File: src/hdl/fsc_pkg.sv
`timescale 1ns / 1ps
// ----------------------------------------------------------------------------
// Fan speed controller package
// Shared types, register indexes, event and status codes, and constants.
// ----------------------------------------------------------------------------
package fsc_pkg;

  // Width of the millisecond tick counters.
  localparam int TIME_BITS = 32;

  // Configuration port.
  localparam int CFG_IDX_BITS  = 3;
  localparam int CFG_DATA_BITS = 16;

  localparam logic [CFG_IDX_BITS-1:0] CFG_DEBOUNCE_MS   = 3'd0;
  localparam logic [CFG_IDX_BITS-1:0] CFG_WINDOW_MS     = 3'd1;
  localparam logic [CFG_IDX_BITS-1:0] CFG_PWM_TOP       = 3'd2;
  localparam logic [CFG_IDX_BITS-1:0] CFG_PULSES_TO_RPM = 3'd3;
  localparam logic [CFG_IDX_BITS-1:0] CFG_LOW_RPM_LIMIT = 3'd4;

  localparam logic [7:0]  DEBOUNCE_MS_RST   = 8'd50;
  localparam logic [15:0] WINDOW_MS_RST     = 16'd1000;
  localparam logic [7:0]  PWM_TOP_RST       = 8'd199;
  localparam logic [7:0]  PULSES_TO_RPM_RST = 8'd30;
  localparam logic [15:0] LOW_RPM_LIMIT_RST = 16'd2640;

  // Event kinds.
  localparam logic [1:0] KIND_TICK    = 2'd0;
  localparam logic [1:0] KIND_PRESS   = 2'd1;
  localparam logic [1:0] KIND_ENCODER = 2'd2;
  localparam logic [1:0] KIND_PULSE   = 2'd3;

  // Encoder pin patterns (bit 1 channel A, bit 0 channel B).
  localparam logic [1:0] ENC_REST   = 2'b00;
  localparam logic [1:0] ENC_B_ONLY = 2'b01;
  localparam logic [1:0] ENC_A_ONLY = 2'b10;

  // Fan status codes.
  localparam logic [1:0] STATUS_OFF     = 2'd0;
  localparam logic [1:0] STATUS_STOPPED = 2'd1;
  localparam logic [1:0] STATUS_LOW     = 2'd2;
  localparam logic [1:0] STATUS_OK      = 2'd3;

  // Duty limits and reset value.
  localparam logic [6:0] DUTY_MIN = 7'd1;
  localparam logic [6:0] DUTY_MAX = 7'd100;
  localparam logic [6:0] DUTY_RST = 7'd50;

  // Division by 100 of a product below 25600: (x * 5243) >> 19 is exact.
  localparam int         PROD_BITS   = 15;
  localparam int         RECIP_BITS  = 28;
  localparam int         RECIP_SHIFT = 19;
  localparam logic [RECIP_BITS-1:0] RECIP_100 = 28'd5243;

  typedef struct packed {
    logic [1:0] kind;
    logic [1:0] encoder_ab;
  } in_word_t;

  typedef struct packed {
    logic       fan_enabled;
    logic [6:0] duty_percent;
    logic [7:0] compare_value;
    logic [15:0] rpm_value;
    logic [1:0] fan_status;
  } out_word_t;

  typedef struct packed {
    logic [7:0]  debounce_ms;
    logic [15:0] window_ms;
    logic [7:0]  pwm_top;
    logic [7:0]  pulses_to_rpm;
    logic [15:0] low_rpm_limit;
  } cfg_t;

  // State after one event, handed from the update stage to the result stage.
  typedef struct packed {
    logic                 fan_enabled;
    logic [6:0]           duty_percent;
    logic [PROD_BITS-1:0] product;
    logic [15:0]          rpm_value;
  } snap_t;

endpackage

File: src/hdl/fsc_state.sv
`timescale 1ns / 1ps
// ----------------------------------------------------------------------------
// Fan speed controller state update
// Input register, event decode and controller state; emits a snapshot.
// ----------------------------------------------------------------------------
module fsc_state (
  input  logic              clk_i,
  input  logic              rst_ni,
  input  fsc_pkg::cfg_t     cfg_i,
  input  logic              in_valid_i,
  output logic              in_ready_o,
  input  fsc_pkg::in_word_t in_word_i,
  output logic              snap_valid_o,
  input  logic              snap_ready_i,
  output fsc_pkg::snap_t    snap_o
);

  logic                        ina_valid_q;
  fsc_pkg::in_word_t           ina_q;
  logic                        snap_valid_q;
  fsc_pkg::snap_t              snap_q;
  logic                        a_fire;

  // Elapsed times since the last accepted press and since the window start.
  logic [fsc_pkg::TIME_BITS-1:0] since_press_q, since_press_d;
  logic [fsc_pkg::TIME_BITS-1:0] elapsed_q, elapsed_d, elapsed_inc;
  logic                          enabled_q, enabled_d;
  logic [6:0]                    duty_q, duty_d;
  logic [1:0]                    enc_last_q, enc_last_d;
  logic [15:0]                   pulses_q, pulses_d;
  logic [15:0]                   rpm_q, rpm_d;
  logic [23:0]                   rpm_raw;
  logic [fsc_pkg::PROD_BITS-1:0] product;

  assign a_fire     = ina_valid_q && (!snap_valid_q || snap_ready_i);
  assign in_ready_o = !ina_valid_q || a_fire;

  assign elapsed_inc = elapsed_q + 1'b1;
  assign rpm_raw     = {8'd0, pulses_q} * {16'd0, cfg_i.pulses_to_rpm};

  always_comb begin
    since_press_d = since_press_q;
    elapsed_d     = elapsed_q;
    enabled_d     = enabled_q;
    duty_d        = duty_q;
    enc_last_d    = enc_last_q;
    pulses_d      = pulses_q;
    rpm_d         = rpm_q;
    case (ina_q.kind)
      fsc_pkg::KIND_TICK: begin
        since_press_d = since_press_q + 1'b1;
        if (elapsed_inc >= {{(fsc_pkg::TIME_BITS-16){1'b0}}, cfg_i.window_ms}) begin
          rpm_d     = (|rpm_raw[23:16]) ? 16'hFFFF : rpm_raw[15:0];
          pulses_d  = '0;
          elapsed_d = '0;
        end else begin
          elapsed_d = elapsed_inc;
        end
      end
      fsc_pkg::KIND_PRESS: begin
        if (since_press_q > {{(fsc_pkg::TIME_BITS-8){1'b0}}, cfg_i.debounce_ms}) begin
          enabled_d     = !enabled_q;
          since_press_d = '0;
        end
      end
      fsc_pkg::KIND_ENCODER: begin
        if (enabled_q && (ina_q.encoder_ab != enc_last_q)) begin
          if (ina_q.encoder_ab == fsc_pkg::ENC_REST) begin
            if (enc_last_q == fsc_pkg::ENC_A_ONLY && duty_q < fsc_pkg::DUTY_MAX) begin
              duty_d = duty_q + 7'd1;
            end else if (enc_last_q == fsc_pkg::ENC_B_ONLY &&
                         duty_q > fsc_pkg::DUTY_MIN) begin
              duty_d = duty_q - 7'd1;
            end
          end
          enc_last_d = ina_q.encoder_ab;
        end
      end
      fsc_pkg::KIND_PULSE: begin
        if (pulses_q != 16'hFFFF) begin
          pulses_d = pulses_q + 16'd1;
        end
      end
      default: begin
      end
    endcase
  end

  assign product = enabled_d ? ({8'd0, duty_d} * {7'd0, cfg_i.pwm_top}) : '0;

  always_ff @(posedge clk_i or negedge rst_ni) begin
    if (!rst_ni) begin
      ina_valid_q   <= 1'b0;
      snap_valid_q  <= 1'b0;
      since_press_q <= '0;
      elapsed_q     <= '0;
      enabled_q     <= 1'b1;
      duty_q        <= fsc_pkg::DUTY_RST;
      enc_last_q    <= fsc_pkg::ENC_REST;
      pulses_q      <= '0;
      rpm_q         <= '0;
    end else begin
      if (in_ready_o) begin
        ina_valid_q <= in_valid_i;
      end
      snap_valid_q <= a_fire || (snap_valid_q && !snap_ready_i);
      if (a_fire) begin
        since_press_q <= since_press_d;
        elapsed_q     <= elapsed_d;
        enabled_q     <= enabled_d;
        duty_q        <= duty_d;
        enc_last_q    <= enc_last_d;
        pulses_q      <= pulses_d;
        rpm_q         <= rpm_d;
      end
    end
  end

  always_ff @(posedge clk_i) begin
    if (in_ready_o && in_valid_i) begin
      ina_q <= in_word_i;
    end
    if (a_fire) begin
      snap_q <= '{fan_enabled: enabled_d, duty_percent: duty_d,
                  product: product, rpm_value: rpm_d};
    end
  end

  assign snap_valid_o = snap_valid_q;
  assign snap_o       = snap_q;

  a_duty_range: assert property (@(posedge clk_i) disable iff (!rst_ni)
    duty_q >= fsc_pkg::DUTY_MIN && duty_q <= fsc_pkg::DUTY_MAX)
    else $error("duty setting left its range");

  a_off_no_product: assert property (@(posedge clk_i) disable iff (!rst_ni)
    snap_valid_q && !snap_q.fan_enabled |-> snap_q.product == '0)
    else $error("product nonzero while fan is off");

  a_stall_only_when_full: assert property (@(posedge clk_i) disable iff (!rst_ni)
    !in_ready_o |-> ina_valid_q && snap_valid_q && !snap_ready_i)
    else $error("input stalled with room downstream");

endmodule

File: src/hdl/fsc_result.sv
`timescale 1ns / 1ps
// ----------------------------------------------------------------------------
// Fan speed controller result stage
// Scales the duty product by 1/100, derives status, holds the output word.
// ----------------------------------------------------------------------------
module fsc_result (
  input  logic               clk_i,
  input  logic               rst_ni,
  input  fsc_pkg::cfg_t      cfg_i,
  input  logic               snap_valid_i,
  output logic               snap_ready_o,
  input  fsc_pkg::snap_t     snap_i,
  output logic               out_valid_o,
  input  logic               out_ready_i,
  output fsc_pkg::out_word_t out_word_o
);

  logic                           out_valid_q;
  fsc_pkg::out_word_t             out_q;
  logic [fsc_pkg::RECIP_BITS-1:0] scaled;
  logic [1:0]                     status;
  logic                           b_fire;

  assign snap_ready_o = !out_valid_q || out_ready_i;
  assign b_fire       = snap_valid_i && snap_ready_o;

  assign scaled = {{(fsc_pkg::RECIP_BITS-fsc_pkg::PROD_BITS){1'b0}}, snap_i.product}
                  * fsc_pkg::RECIP_100;

  always_comb begin
    if (!snap_i.fan_enabled) begin
      status = fsc_pkg::STATUS_OFF;
    end else if (snap_i.rpm_value == 16'd0) begin
      status = fsc_pkg::STATUS_STOPPED;
    end else if (snap_i.rpm_value < cfg_i.low_rpm_limit) begin
      status = fsc_pkg::STATUS_LOW;
    end else begin
      status = fsc_pkg::STATUS_OK;
    end
  end

  always_ff @(posedge clk_i or negedge rst_ni) begin
    if (!rst_ni) begin
      out_valid_q <= 1'b0;
    end else begin
      out_valid_q <= b_fire || (out_valid_q && !out_ready_i);
    end
  end

  always_ff @(posedge clk_i) begin
    if (b_fire) begin
      out_q <= '{fan_enabled: snap_i.fan_enabled, duty_percent: snap_i.duty_percent,
                 compare_value: scaled[fsc_pkg::RECIP_SHIFT +: 8],
                 rpm_value: snap_i.rpm_value, fan_status: status};
    end
  end

  assign out_valid_o = out_valid_q;
  assign out_word_o  = out_q;

  a_off_outputs: assert property (@(posedge clk_i) disable iff (!rst_ni)
    out_valid_q && !out_q.fan_enabled |->
      out_q.compare_value == 8'd0 && out_q.fan_status == fsc_pkg::STATUS_OFF)
    else $error("fan off but compare or status not cleared");

  a_on_status: assert property (@(posedge clk_i) disable iff (!rst_ni)
    out_valid_q && out_q.fan_enabled |-> out_q.fan_status != fsc_pkg::STATUS_OFF)
    else $error("fan on but status reports off");

endmodule

File: src/hdl/fan_speed_controller_top.sv
`timescale 1ns / 1ps
// ----------------------------------------------------------------------------
// Fan speed controller top level
// Event-driven PWM fan controller with button toggle, encoder duty control
// and tachometer based rpm measurement.
// ----------------------------------------------------------------------------
//
// Channel   Signals                              Word
// --------  -----------------------------------  ---------------------------
// input     in_valid_i / in_ready_o / in_word_i  kind, encoder_ab
// output    out_valid_o / out_ready_i / out_word_o  enabled, duty, compare,
//                                                 rpm, status
// config    cfg_we_i / cfg_idx_i / cfg_wdata_i   one register per write
//
// Every accepted word produces exactly one output word. The path is three
// register stages deep (input register, update stage, output register); one
// word per cycle is sustained while out_ready_i stays high. The update stage
// holds one 16x8 rpm multiplier and one 7x8 duty multiplier; the result stage
// does the divide by 100 as a constant multiplication. Reset is asynchronous
// and active low; it restores the valid flags, the controller state and the
// configuration to their documented values and empties the pipeline; the
// data word registers are not reset. A stall at the output backs up stage
// by stage; in_ready_o drops only when all stages are full.
//
module fan_speed_controller_top (
  input  logic                                clk_i,
  input  logic                                rst_ni,
  input  logic                                in_valid_i,
  output logic                                in_ready_o,
  input  fsc_pkg::in_word_t                   in_word_i,
  output logic                                out_valid_o,
  input  logic                                out_ready_i,
  output fsc_pkg::out_word_t                  out_word_o,
  input  logic                                cfg_we_i,
  input  logic [fsc_pkg::CFG_IDX_BITS-1:0]    cfg_idx_i,
  input  logic [fsc_pkg::CFG_DATA_BITS-1:0]   cfg_wdata_i
);

  // Configuration registers. The user must change them only while the block
  // is idle; the block itself does not enforce this. Both stages read them directly.
  fsc_pkg::cfg_t  cfg_q;

  logic           snap_valid;
  logic           snap_ready;
  fsc_pkg::snap_t snap;

  always_ff @(posedge clk_i or negedge rst_ni) begin
    if (!rst_ni) begin
      cfg_q.debounce_ms   <= fsc_pkg::DEBOUNCE_MS_RST;
      cfg_q.window_ms     <= fsc_pkg::WINDOW_MS_RST;
      cfg_q.pwm_top       <= fsc_pkg::PWM_TOP_RST;
      cfg_q.pulses_to_rpm <= fsc_pkg::PULSES_TO_RPM_RST;
      cfg_q.low_rpm_limit <= fsc_pkg::LOW_RPM_LIMIT_RST;
    end else if (cfg_we_i) begin
      // Writes to an index beyond the register list are dropped.
      case (cfg_idx_i)
        fsc_pkg::CFG_DEBOUNCE_MS:   cfg_q.debounce_ms   <= cfg_wdata_i[7:0];
        fsc_pkg::CFG_WINDOW_MS:     cfg_q.window_ms     <= cfg_wdata_i;
        fsc_pkg::CFG_PWM_TOP:       cfg_q.pwm_top       <= cfg_wdata_i[7:0];
        fsc_pkg::CFG_PULSES_TO_RPM: cfg_q.pulses_to_rpm <= cfg_wdata_i[7:0];
        fsc_pkg::CFG_LOW_RPM_LIMIT: cfg_q.low_rpm_limit <= cfg_wdata_i;
        default: begin
        end
      endcase
    end
  end

  // Event decode and state update; the snapshot carries the state after the
  // event together with the duty times top product, zero while the fan is off.
  fsc_state u_state (
    .clk_i        (clk_i),
    .rst_ni       (rst_ni),
    .cfg_i        (cfg_q),
    .in_valid_i   (in_valid_i),
    .in_ready_o   (in_ready_o),
    .in_word_i    (in_word_i),
    .snap_valid_o (snap_valid),
    .snap_ready_i (snap_ready),
    .snap_o       (snap)
  );

  // Compare scaling, status and the output register.
  fsc_result u_result (
    .clk_i        (clk_i),
    .rst_ni       (rst_ni),
    .cfg_i        (cfg_q),
    .snap_valid_i (snap_valid),
    .snap_ready_o (snap_ready),
    .snap_i       (snap),
    .out_valid_o  (out_valid_o),
    .out_ready_i  (out_ready_i),
    .out_word_o   (out_word_o)
  );

endmodule

File: config.mk
export PLATFORM = sky130hd
export DESIGN_NAME = fan_speed_controller_top
export DESIGN_NICKNAME = d
export VERILOG_FILES = /design/src/hdl/fsc_pkg.sv /design/src/hdl/fsc_state.sv /design/src/hdl/fsc_result.sv /design/src/hdl/fan_speed_controller_top.sv
export SDC_FILE = /design/constraint.sdc
export NUM_CORES = 1
export LEC_CHECK = 0
export BUFFER_PORTS_ARGS = -buffer_cell sky130_fd_sc_hd__buf_2
export CAP_MARGIN = 20
export CORE_MARGIN = 1.5
export CORE_UTILIZATION = 69
export DETAILED_ROUTE_END_ITERATION = 6
export PLACE_DENSITY_LB_ADDON = 0.08
export SETUP_SLACK_MARGIN = 0.3
export SLEW_MARGIN = 25
export SYNTH_ARGS = -nofsm -noshare
export SYNTH_HDL_FRONTEND = slang
export SYNTH_SLANG_ARGS = --single-unit
File: constraint.sdc
create_clock -name clk_i -period 18.4 [get_ports clk_i]
set_clock_uncertainty 0.15 [all_clocks]
set_input_delay 3.68 -clock clk_i [delete_from_list [all_inputs] [get_ports clk_i]]
set_output_delay 3.68 -clock clk_i [all_outputs]
set_load 0.02 [all_outputs]
; ---- After elaboration in Yosys (flattened, before gate mapping)
; Cells that the tools add are included.
; W data, S select, Z words.
[word_totals]
register_bits = 242
inputBits = 28
output_inout_bits = 36
wordCells = 109
[classes]
add_sub_neg = 5
n_mul = 3
magnitude_cmp = 5
eq_ne = 14
muxes = 18
n_bitwise = 1
n_reduce_logical = 36
[ops]
columns = cell, n
row1 = $mux W16, 5
row2 = $add A32 B1 Y32 const B, 2
row3 = $mux W32, 2
row4 = $pmux W32 S2, 1
row5 = $mux W7, 5
row6 = $ge A32 B16 Y1, 1
row7 = $gt A32 B8 Y1, 1
row8 = $pmux W16 S2, 1
row9 = $mul A15 B13 Y27 const B, 1
row10 = $mul A16 B8 Y24, 1
row11 = $add A16 B1 Y16 const B, 1
row12 = $logic_not A16 Y1, 1
row13 = $lt A16 B16 Y1, 1
row14 = $ne A16 B16 Y1 const B, 1
row15 = $mul A7 B8 Y15, 1
row16 = $reduce_and A2 Y1, 6
row17 = $logic_and A1 B1 Y1, 8
row18 = $reduce_or A8 Y1, 1
row19 = $add A7 B1 Y7 const B, 1
row20 = $gt A7 B1 Y1 const B, 1
row21 = $lt A7 B7 Y1 const B, 1
row22 = $sub A7 B1 Y7 const B, 1
row23 = $eq A2 B2 Y1 const B, 3
row24 = $eq A3 B2 Y1 const B, 2
row25 = 15 further kinds, 33

; ---- Depth between registers and ports, before layout
[logic_depth]
depth_word = 8
depth_mapped = 24
mapped_depth_nobuf = 23

; ---- Modules after synthesis
; From an unflattened synthesis, not the netlist that was laid out.
[unflattened]
hier_cells = 2125
area_unflattened_um2 = 21297.9
[by_module_without_submodules]
columns = mod, instances, cells_per_inst, area_each_um2, seq_area_each_um2
row1 = fsc_state, 1, 1524, 13994.7, 3998.8
row2 = fsc_result, 1, 479, 5141.2, 1046.0
row3 = fan_speed_controller_top, 1, 122, 2162.1, 1428.9

; ---- Worst setup path after synthesis
; Ideal clock, no wire load.
[synth_timing]
kind = input-to-output
start = in out_ready_i
end = out in_ready_o
arrival_ns = 4.031
t_required_ns = 14.570
setup_slack_ns = 10.539
path_stages = 2
n_path_buf = 0
cell_sequence = nor2b_1 nand3_1
[synth_between]
elab_chain_cells = 4
[synth_lines]
columns = item, line
row1 = start: declaration, fan_speed_controller_top.sv:32  ; input logic out_ready_i,
row2 = $logic_or A1 B1 Y1, fsc_result.sv:24  ; assign snap_ready_o = !out_valid_q || out_ready_i;
row3 = $logic_or A1 B1 Y1, fsc_state.sv:35  ; assign a_fire = ina_valid_q && (!snap_valid_q || snap_ready_i);
row4 = $logic_and A1 B1 Y1, fsc_state.sv:35
row5 = $logic_or A1 B1 Y1, fsc_state.sv:36  ; assign in_ready_o = !ina_valid_q || a_fire;
row6 = end: declaration, fan_speed_controller_top.sv:29  ; output logic in_ready_o,
; No other way between the ends.

; ---- Worst setup path after layout
; Same ends and word-level chain as after synthesis.

==> metrics.txt <==
# TYPE chip_impl_metric gauge
chip_impl_info{name="status",value="complete, no violations"} 1
chip_impl_info{name="min-delay-path-class",value="reg2reg"} 1
chip_impl_metric{name="number_of_buffers_inserted_by_post_cts_setup_repair",unit=""} 0
chip_impl_info{name="rsz0062_at_grt",value="no"} 1
chip_impl_metric{name="path_clk_slew",unit="ns"} 0.06
chip_impl_metric{name="fmax",unit="MHz"} 124.3
chip_impl_metric{name="syn_nets",unit=""} 2606
chip_impl_metric{name="timing_worst_slew_pin_value",unit="ns"} 0.9958
chip_impl_info{name="regToRegEndpoint",value="u_state.snap_o[29]"} 1
chip_impl_metric{name="dieHeight",unit="um"} 178.1
chip_impl_info{name="path_common_cell",value="sky130_fd_sc_hd__buf_2"} 1
chip_impl_metric{name="vias_per_cell",unit=""} 6.006
chip_impl_metric{name="yosys.area.top_type_share",unit="%"} 17.12
chip_impl_info{name="post_synth_main_area_contributors",value="sky130_fd_sc_hd__fa_1, sky130_fd_sc_hd__dfrtp_1, sky130_fd_sc_hd__ha_1, sky130_fd_sc_hd__edfxtp_1, sky130_fd_sc_hd__inv_1"} 1
chip_impl_metric{name="max-clock-path-buffers",unit=""} 3
chip_impl_metric{name="synthArstFlopShare",unit="%"} 68.18
chip_impl_metric{name="timing.slew.headroom",unit="%"} 33.61
chip_impl_metric{name="cts.htree.levels",unit=""} 1
chip_impl_metric{name="post-route-min-period",unit="ns"} 8.046
chip_impl_metric{name="cells_on_worst_hold_path",unit=""} 0
chip_impl_metric{name="worst_skew_pair.late_latency",unit="ns"} 0.54
chip_impl_metric{name="post_cts.resized_instances",unit=""} 0
chip_impl_metric{name="worst_ep_required_time",unit="ns"} 14.57
chip_impl_metric{name="area_occupied_by_multi_input_gates",unit="um^2"} 13310
chip_impl_metric{name="core_area",unit="um^2"} 29870
chip_impl_metric{name="fin_tns_setup",unit="ns"} 0
chip_impl_info{name="worst_path_dominant_cell_family",value="buffers and inverters"} 1
chip_impl_metric{name="pwr-share-comb",unit="%"} 40.8
chip_impl_metric{name="via_count_of_the_first_global_routing_pass",unit=""} 16150
chip_impl_metric{name="grt_overflow_total",unit=""} 0
chip_impl_info{name="end_kind",value="primary output"} 1
chip_impl_metric{name="drtAntennaViolNets",unit=""} 0
chip_impl_metric{name="initial_core_util",unit="%"} 70.83
chip_impl_metric{name="pwr-share-clk",unit="%"} 24.3
chip_impl_metric{name="track_usage",unit="%"} 30.62
chip_impl_info{name="clockRootBuffer",value="sky130_fd_sc_hd__clkbuf_16"} 1
chip_impl_metric{name="cp_data_arrival_time",unit="ns"} 4.22
chip_impl_metric{name="setup_slack",unit="ns"} 10.35
chip_impl_metric{name="worst-path-buf-inv",unit=""} 2
chip_impl_metric{name="pre_cts_ws",unit="ns"} 10.35
chip_impl_metric{name="dr.first_iter.drc_count",unit=""} 1228
chip_impl_metric{name="ys_seq_area_share",unit="%"} 30.59
chip_impl_metric{name="area.growth.synth_to_final",unit="%"} 7.338
chip_impl_metric{name="power.share.switching",unit="%"} 37.50
chip_impl_info{name="yosys_most_used_dff",value="sky130_fd_sc_hd__dfrtp_1"} 1
chip_impl_metric{name="synth-warning-count",unit=""} 0
chip_impl_info{name="setup.worst_path.start_class",value="primary input"} 1
chip_impl_metric{name="finish.utilization",unit="%"} 76.03
chip_impl_metric{name="finalHoldWorstSlack",unit="ns"} 0.2527
chip_impl_metric{name="register_area",unit="um^2"} 6474
chip_impl_metric{name="gpl.final_weighted_congestion",unit=""} 0.9065
chip_impl_metric{name="area_of_the_die",unit="um^2"} 31730
chip_impl_metric{name="syn_area_per_cell",unit="um^2"} 9.738
chip_impl_metric{name="placement_rows",unit=""} 63
chip_impl_metric{name="reg2reg_depth",unit=""} 19
chip_impl_metric{name="cts_buffers",unit=""} 27
chip_impl_metric{name="flops_latches_synth",unit=""} 242
chip_impl_metric{name="drv.max_cap_violation_count",unit=""} 0
chip_impl_metric{name="io_pins",unit=""} 64
chip_impl_metric{name="maxSlewViolCount",unit=""} 0
chip_impl_metric{name="switching_power",unit="mW"} 0.8249
chip_impl_metric{name="initial_antenna_violation_count",unit=""} 1
chip_impl_metric{name="first_pass_iters",unit=""} 7
chip_impl_metric{name="finalHoldViolCount",unit=""} 0
chip_impl_info{name="critical_path.cell_chain",value="buf_2 > nor2b_1 > nand3_1 > buf_2"} 1
chip_impl_metric{name="leakagePower",unit="nW"} 10.93
chip_impl_metric{name="port-buffer-count",unit=""} 63
chip_impl_metric{name="internal_reg_to_reg_setup_slack",unit="ns"} 11.44
chip_impl_metric{name="drive_above_1_share",unit="%"} 8.635
chip_impl_metric{name="cell_internal_pwr",unit="mW"} 1.375
chip_impl_metric{name="cts.sink_count",unit=""} 242
chip_impl_metric{name="layout_worst_path_cycle_share",unit="%"} 43.73
chip_impl_metric{name="synth_area",unit="um^2"} 21160
chip_impl_metric{name="dp_hpwl",unit="mm"} 34.11
chip_impl_info{name="worst-setup-path-type",value="in2out"} 1
chip_impl_metric{name="max_stage_delay",unit="ns"} 0.18
chip_impl_metric{name="final-setup-viol-count",unit=""} 0
chip_impl_metric{name="finalPower",unit="mW"} 2.199
chip_impl_info{name="cell_taking_the_most_area_after_synthesis",value="sky130_fd_sc_hd__fa_1"} 1
chip_impl_metric{name="grt_pass1_wl",unit="mm"} 78.00
chip_impl_metric{name="post_cts_hold_buffer_count",unit=""} 0
chip_impl_metric{name="vdd_drop_max",unit="uV"} 79.92
chip_impl_info{name="worst_hold_startpoint",value="u_state.snap_o[32]"} 1
chip_impl_metric{name="share_seq_of_total_power",unit="%"} 34.9
chip_impl_info{name="timing.hold.worst_endpoint",value="u_result.out_word_o[27]"} 1
chip_impl_metric{name="remaining_drc_errors",unit=""} 0
chip_impl_metric{name="synthesis.instances",unit=""} 2173
chip_impl_metric{name="fp.dieW",unit="um"} 178.1
chip_impl_metric{name="synth_enable_flop_cells",unit=""} 77
chip_impl_metric{name="wl_per_cell",unit="um"} 17.95
chip_impl_metric{name="maximum_fanout_count_along_the_critical_path",unit=""} 3
chip_impl_info{name="cts_tree",value="built"} 1
chip_impl_metric{name="wirelength",unit="mm"} 46.73
chip_impl_metric{name="finish.net_count",unit=""} 2624
chip_impl_metric{name="fill_cells",unit=""} 2071
chip_impl_metric{name="grt_start_max_net_pins",unit=""} 91
chip_impl_info{name="critPathSlowestCell",value="sky130_fd_sc_hd__buf_2"} 1
chip_impl_info{name="crit-reg2reg-launch",value="u_state.duty_q[3]"} 1
chip_impl_metric{name="pwr_density_cell",unit="nW/um^2"} 96.84
chip_impl_metric{name="vias",unit=""} 15630
chip_impl_metric{name="ys_types",unit=""} 74
## cells in the final DEF, fill, tap and decap left out, types with 26 or more instances in the layout
cell	instances
sky130_fd_sc_hd__nand2_1	179
sky130_fd_sc_hd__clkbuf_16	27
sky130_fd_sc_hd__nor4_1	26
sky130_fd_sc_hd__dfstp_2	26
sky130_fd_sc_hd__nor2_1	95
sky130_fd_sc_hd__edfxtp_1	77
sky130_fd_sc_hd__inv_1	310
sky130_fd_sc_hd__a21oi_1	105
sky130_fd_sc_hd__nand3_1	43
sky130_fd_sc_hd__fa_1	181
sky130_fd_sc_hd__o21ai_0	82
sky130_fd_sc_hd__buf_2	62
sky130_fd_sc_hd__a31oi_1	28
sky130_fd_sc_hd__xnor2_1	51
sky130_fd_sc_hd__and2_1	124
sky130_fd_sc_hd__dfrtp_1	139
sky130_fd_sc_hd__ha_1	224
sky130_fd_sc_hd__nor2b_1	63
## through the flow
step,cell area (um^2),instances
after detailed placement,21800,2552
after global placement,21790,2552
after CTS,22670,2602
final,22710,2603
after global routing,22710,2602
after floorplan,21160,2173
## layer usage
| metal | track usage (%) | up-vias | routed length, um |
|---|---|---|---|
| met5 | 0 | - | 0 |
| met4 | 7.178 | 0 | 879 |
| met3 | 3.005 | 67 | 2967 |
| met2 | 52.42 | 478 | 22690 |
| met1 | 42.29 | 7719 | 20200 |
| li1 | - | 7370 | - |
## synth_stat cells (63+ instances only)
| cell type | n |
|---|---|
| sky130_fd_sc_hd__inv_1 | 311 |
| sky130_fd_sc_hd__ha_1 | 224 |
| sky130_fd_sc_hd__fa_1 | 181 |
| sky130_fd_sc_hd__nand2_1 | 179 |
| sky130_fd_sc_hd__dfrtp_1 | 139 |
| sky130_fd_sc_hd__and2_1 | 125 |
| sky130_fd_sc_hd__a21oi_1 | 105 |
| sky130_fd_sc_hd__nor2_1 | 96 |
| sky130_fd_sc_hd__o21ai_0 | 82 |
| sky130_fd_sc_hd__edfxtp_1 | 77 |
| sky130_fd_sc_hd__clkbuf_1 | 76 |
| sky130_fd_sc_hd__nor2b_1 | 63 |
## state kept, by name (all words and copies together), names as in the netlist, 2 cells and up
signal / count
u_state.since_press_q: 32
u_state.rpm_q: 16
u_state.snap_o: 39
u_state.elapsed_q: 32
u_state.pulses_q: 16
u_state.duty_q: 7
u_state.ina_q: 4
u_state.enc_last_q: 2
cfg_q: 56
u_result.out_word_o: 34
## logic make-up after synthesis
family	share of synthesized area, %
muxes	1.461
adders and majority gates	30.37
AOI/OAI and AO/OA	11.18
and+or+nand+nor	16.16
xor gates and xnor gates	3.187
buffers and inverters	7.048
DFF	30.59
## area by class of cell
class                      count  share of cell area [%]
antenna                        1                 0.01102
clock buffer                  32                   3.057
clock inverter                18                  0.7712
inverter                     311                   5.145
multi-input combinational   1536                   58.60
sequential                   242                   28.50
tap                          390                   2.148
timing repair buffer          73                   1.763
## power groups by stage
stage               Combinational, mW  Sequential [mW]  Clock [mW]
finish                          0.896            0.768       0.535
global route                     1.04            0.780       0.560
CTS                             0.904            0.767       0.540
detailed placement              0.887            0.776           0
global placement                0.827            0.771           0
floorplan                       0.651            0.754           0
## worst max-delay path by stage
stage / from / to / slack [ns] / cells past startpoint
after floorplan: out_ready_i / in_ready_o / 10.54 / 2
after global placement: out_ready_i / in_ready_o / 10.36 / 4
after detailed placement: out_ready_i / in_ready_o / 10.35 / 4
after CTS: out_ready_i / in_ready_o / 10.35 / 4
after global routing: out_ready_i / in_ready_o / 10.28 / 4
final: out_ready_i / in_ready_o / 10.35 / 4
(Power assumes the default switching activity.)
